==> src/rtl/tkwds_pkg.sv <==
// Package for the weighted top-k site selector: op codes, sequencer states, widths.
// No dependencies.
`timescale 1ns / 1ps
package tkwds_pkg;
  localparam int CoordW = 16;
  localparam int DistW  = 18;
  localparam int SqW    = 34;
  localparam int RootW  = 17;

  typedef enum logic [1:0] {
    OP_CLEAR = 2'd0,
    OP_LOAD  = 2'd1,
    OP_QUERY = 2'd2,
    OP_NONE  = 2'd3
  } op_t;

  typedef enum logic [3:0] {
    ST_IDLE,
    ST_RD,
    ST_MUL_X,
    ST_MUL_Y,
    ST_SQRT,
    ST_INS,
    ST_OUT_RD,
    ST_OUT_WAIT,
    ST_OUT,
    ST_EMPTY
  } state_t;
endpackage

==> src/rtl/tkwds_sqrt.sv <==
// Bit-serial integer square root, two radicand bits per cycle.
// Depends on tkwds_pkg.
`timescale 1ns / 1ps
module tkwds_sqrt import tkwds_pkg::*; (
  input  logic             clk,
  input  logic             rst_n,
  input  logic             start,
  input  logic [SqW-1:0]   radicand,
  output logic             done,
  output logic [RootW-1:0] root
);
  localparam int StepW = $clog2(RootW + 1);

  logic [RootW-1:0] rem_r, rem_nxt;
  logic [RootW-1:0] root_r, root_nxt;
  logic [StepW-1:0] step_r, step_nxt;
  logic             busy_r, busy_nxt;
  logic [RootW+1:0] trial;
  logic [RootW+1:0] part;

  // part: current remainder window bits, shifted in two at a time
  always_comb begin
    part  = {rem_r, radicand[2*step_r-1 -: 2]};
    trial = {root_r, 2'b01};
    rem_nxt  = rem_r;
    root_nxt = root_r;
    step_nxt = step_r;
    busy_nxt = busy_r;
    if (start) begin
      rem_nxt  = '0;
      root_nxt = '0;
      step_nxt = StepW'(RootW);
      busy_nxt = 1'b1;
    end else if (busy_r) begin
      if (part >= trial) begin
        rem_nxt  = RootW'(part - trial);
        root_nxt = {root_r[RootW-2:0], 1'b1};
      end else begin
        rem_nxt  = RootW'(part);
        root_nxt = {root_r[RootW-2:0], 1'b0};
      end
      step_nxt = step_r - 1'b1;
      if (step_r == StepW'(1)) busy_nxt = 1'b0;
    end
  end

  always_ff @(posedge clk) begin
    if (!rst_n) begin
      busy_r <= 1'b0;
      step_r <= '0;
    end else begin
      busy_r <= busy_nxt;
      step_r <= step_nxt;
    end
    rem_r  <= rem_nxt;
    root_r <= root_nxt;
  end

  assign done = busy_r && (step_r == StepW'(1));
  assign root = {root_r[RootW-2:0], (part >= trial)};
endmodule

==> config.mk <==
export PLATFORM = sky130hd
export DESIGN_NAME = tkwds_sqrt
export DESIGN_NICKNAME = d
export VERILOG_FILES = /design/src/rtl/tkwds_pkg.sv /design/src/rtl/tkwds_sqrt.sv
export SDC_FILE = /design/constraint.sdc
export NUM_CORES = 1
export LEC_CHECK = 0
export BUFFER_PORTS_ARGS = -buffer_cell sky130_fd_sc_hd__buf_4
export CORE_MARGIN = 5
export CORE_UTILIZATION = 52
export CTS_BUF_LIST = sky130_fd_sc_hd__clkbuf_4 sky130_fd_sc_hd__clkbuf_8 sky130_fd_sc_hd__clkbuf_16
export DETAILED_ROUTE_END_ITERATION = 8
export PLACE_DENSITY = 0.78
export SYNTH_ARGS = -nofsm -noshare
export SYNTH_HDL_FRONTEND = slang
export SYNTH_SLANG_ARGS = --single-unit
==> constraint.sdc <==
create_clock -name clk -period 4.95 [get_ports clk]
set_input_delay 0.99 -clock clk [delete_from_list [all_inputs] [get_ports clk]]
set_output_delay 0.99 -clock clk [all_outputs]
set_load 0.01 [all_outputs]
==> flow_summary_export.csv <==
group,metric,value,unit
synthesis,async_flop_share,0,%
worst_setup_path,r2r_end,"rem_r[1]",
placement,dp.cells,479,
finish,drive_above_1_share,21.9,%
global_routing,grt_pass1_vias,2605,
clocking,cts-root-buf,"clkbuf_8",
clocking,cts_buffers,5,
synthesis,synth_commonest_cells,"47 x nor2_1, 40 x dfxtp_1, 33 x mux2i_1",
pwr,p_leak,1.60,nW
synthesis,yosysUniqueCellTypes,56,
timing,max_freq,209,MHz
synthesis,synth-edff-count,0,
synthesis,synth_top_area_share,24.7,%
timing,report.final.slew_viol_count,0,
route,wl_met1,3.30,mm
route,vias_per_cell,5.61,
pwr,total_power,1.28,mW
worst_setup_path,path_cells,"inv_1 > ha_2 > buf_4 > mux2i_1 > mux2i_1 > o311ai_1 > or3_4 > or2_2 > ha_1 > a41oi_1 > o21ai_0 > a21o_1 > a221o_1 > a41oi_4 > inv_4 > buf_4",
timing,grt_setup_unrepaired,"false",
pwr,irDropWorstVdd,0.220,mV
worst_setup_path,reg2reg_from,"step_r[1]",
timing,worstMarginPinSlew,0.697,ns
clocking,cts_buffer_depth,2,
synthesis,yosys.area.top_type,"dfxtp_1",
clocking,clkSlewWorstSetupHoldPaths,0.08,ns
die,pin_count,55,
synthesis,ys.warnings.count,0,
worst_hold_path,hold_start,"rem_r[2]",
timing,slew_headroom,53.6,%
route,route.met3.wl,218,µm
worst_setup_path,r2r_slack,0.79,ns
finish,fillers,523,
timing,timing.final.crit_share,96.7,%
die,coreArea,5990,µm²
worst_setup_path,crit_fanout,8,
die,dieHeight,89.0,µm
placement,io_buffer_count,54,
worst_setup_path,crit_arrival,3.80,ns
worst_setup_path,max_stage_delay,0.39,ns
synthesis,synth-seq-cells,40,
synthesis,ys_seq_area_share,24.7,%
synthesis,synth_area_per_cell,8.53,µm²
route,antenna_left,0,
synthesis,synth_nets,439,
timing,skew,0.0101,ns
finish,fin_cells,486,
global_routing,grt_max_degree,61,
global_routing,overflow,0,
worst_setup_path,start_kind,"register",
clocking,insertion_delay,0.30,ns
clocking,cts.htree.levels,2,
pwr,p_per_area,353,nW/µm²
route,highest_layer,"met4",
worst_setup_path,cpMaxStageDelayCell,"ha_2",
job,max_cap_viol_count,0,
route,wl_per_cell,14.7,µm
worst_hold_path,hold_class,"register to register",
synthesis,synth_area,3250,µm²
global_routing,antenna_found_initial,0,
route,drtIter0Drc,147,
clocking,cts_sinks,40,
die,start_util,54.2,%
worst_setup_path,cp-end-kind,"output port",
worst_setup_path,required,3.96,ns
route,dr_total_vias,2728,
worst_setup_path,reg2reg_depth,17,
timing,setup_tns,0,ns
placement,place_congestion,0.906,
worst_setup_path,critPathTopFamily,"compound AO/OA/AOI/OAI gates",
die,placementRows,28,
die,die_w,89.0,µm
finish,nNetsFinal,469,
clocking,holdBufCountCts,0,
route,drtPass1Iterations,4,
synthesis,netlist_instances,381,
synthesis,synth.area.top_cells,"dfxtp_1 25%, mux2i_1 10%, ha_1 8.1%",
finish,antennaDiodeCount,0,
timing,setup-violations-final,0,
synthesis,ys.flop_type,"dfxtp_1",
global_routing,grt_usage,18.7,%
worst_setup_path,critPathKind,"register to output port",
route,dr_wl_met2,3.55,mm
worst_hold_path,holdPathStages,2,
clocking,cts_tree,"done",
outcome,status,"complete, no violations",
timing,min_period,4.79,ns
die,die_area,7930,µm²
route,routed_wl,7.14,mm
route,drc,0,
synthesis,synth_most_common_cell,"nor2_1",
global_routing,grt_first_pass_wirelength,11.7,mm
worst_setup_path,crit_buf_inv,4,
worst_hold_path,hold_end,"rem_r[2]",
placement,dpl.hpwl,5.34,mm
finish,area_delta_synth_final,11.6,%
timing,hold_violations,0,
-- kinds of logic after synthesis --
family	synth area share, %
flip-flops	24.7
AO/OA/AOI/OAI	20.1
buffers and inverters	11.5
multiplexers	14.7
AND/OR/NAND/NOR	15.3
XOR/XNOR	5.66
adder cells (fa/ha/maj)	8.09
-- what timing repair did --
item	CTS	global route
resized for setup	0	2
endpoints found under the setup margin	0	1
setup buffers	0	0
-- flip-flops by register name, summed over array words and instances (netlist names) --
name	flops
root_r	17
rem_r	17
step_r	5
busy_r	1
-- layer usage --
metal  global-route usage, %  vias up
li1                        -     1394
met1                    23.3     1284
met2                    33.3       42
met3                    3.23        8
met4                    5.01        0
met5                       0        -
-- cell type report --
cell class                 instances  area (µm²)  share of cell area [%]
clock inverter                     2        12.5                   0.345
clock buffer                       5        68.8                    1.90
multi-input combinational        273        2080                    57.3
timing repair buffer              60         450                    12.4
inverter                          31         119                    3.28
tap                               75        93.8                    2.59
sequential                        40         803                    22.2
-- per-stage QoR --
step / worst slack (ns) / instance area (µm²) / utilization [%] / hold slack, ns
2_1_floorplan: 0.273 / 3250 / - / 0.460
3_3_place_gp: 0.427 / 3540 / 59.1 / 0.480
3_5_place_dp: 0.369 / 3540 / 59.1 / 0.494
4_1_cts: 0.0821 / 3620 / 60.4 / 0.505
5_1_grt: 0.0130 / 3620 / 60.5 / 0.529
6_report: 0.163 / 3620 / 60.5 / 0.509
-- tightest hold or removal path: stages (launching register included) --
cell,delay (ns)
dfxtp_1,0.33
nor2_1,0.09
a211oi_1,0.05
-- worst max path at each step --
stage	startpoint	endpoint	slack, ns	cells after the start
after floorplan	step_r[0]	root[0]	0.27	19
after global placement	radicand[27]	root[0]	0.43	14
after global routing	step_r[1]	root[0]	0.01	16
after CTS	step_r[1]	root[0]	0.08	16
final	step_r[1]	root[0]	0.16	16
after detailed placement	radicand[27]	root[0]	0.37	14
-- placed cells by master, fill, tap and decap left out, types with 3 or more instances in the layout --
| cell | count |
|---|---|
| nor2_1 | 47 |
| a211oi_1 | 17 |
| nand2_1 | 22 |
| nand2b_1 | 4 |
| o211a_1 | 3 |
| a21o_1 | 10 |
| mux4_2 | 6 |
| o21a_1 | 3 |
| a31oi_1 | 5 |
| nand4_1 | 4 |
| nand3_1 | 7 |
| dfxtp_1 | 38 |
| ha_1 | 20 |
| clkbuf_8 | 5 |
| xor2_1 | 3 |
| buf_4 | 60 |
| mux2i_1 | 33 |
| o21ai_0 | 6 |
| nor2b_1 | 7 |
| a21oi_1 | 19 |
| xnor2_1 | 18 |
| inv_1 | 30 |
-- power by group --
part	internal, mW	total (mW)	switching (mW)
registers	0.348	0.373	0.0248
clock network	0.0956	0.215	0.120
logic	0.327	0.690	0.363
(Power assumes the default switching activity.)
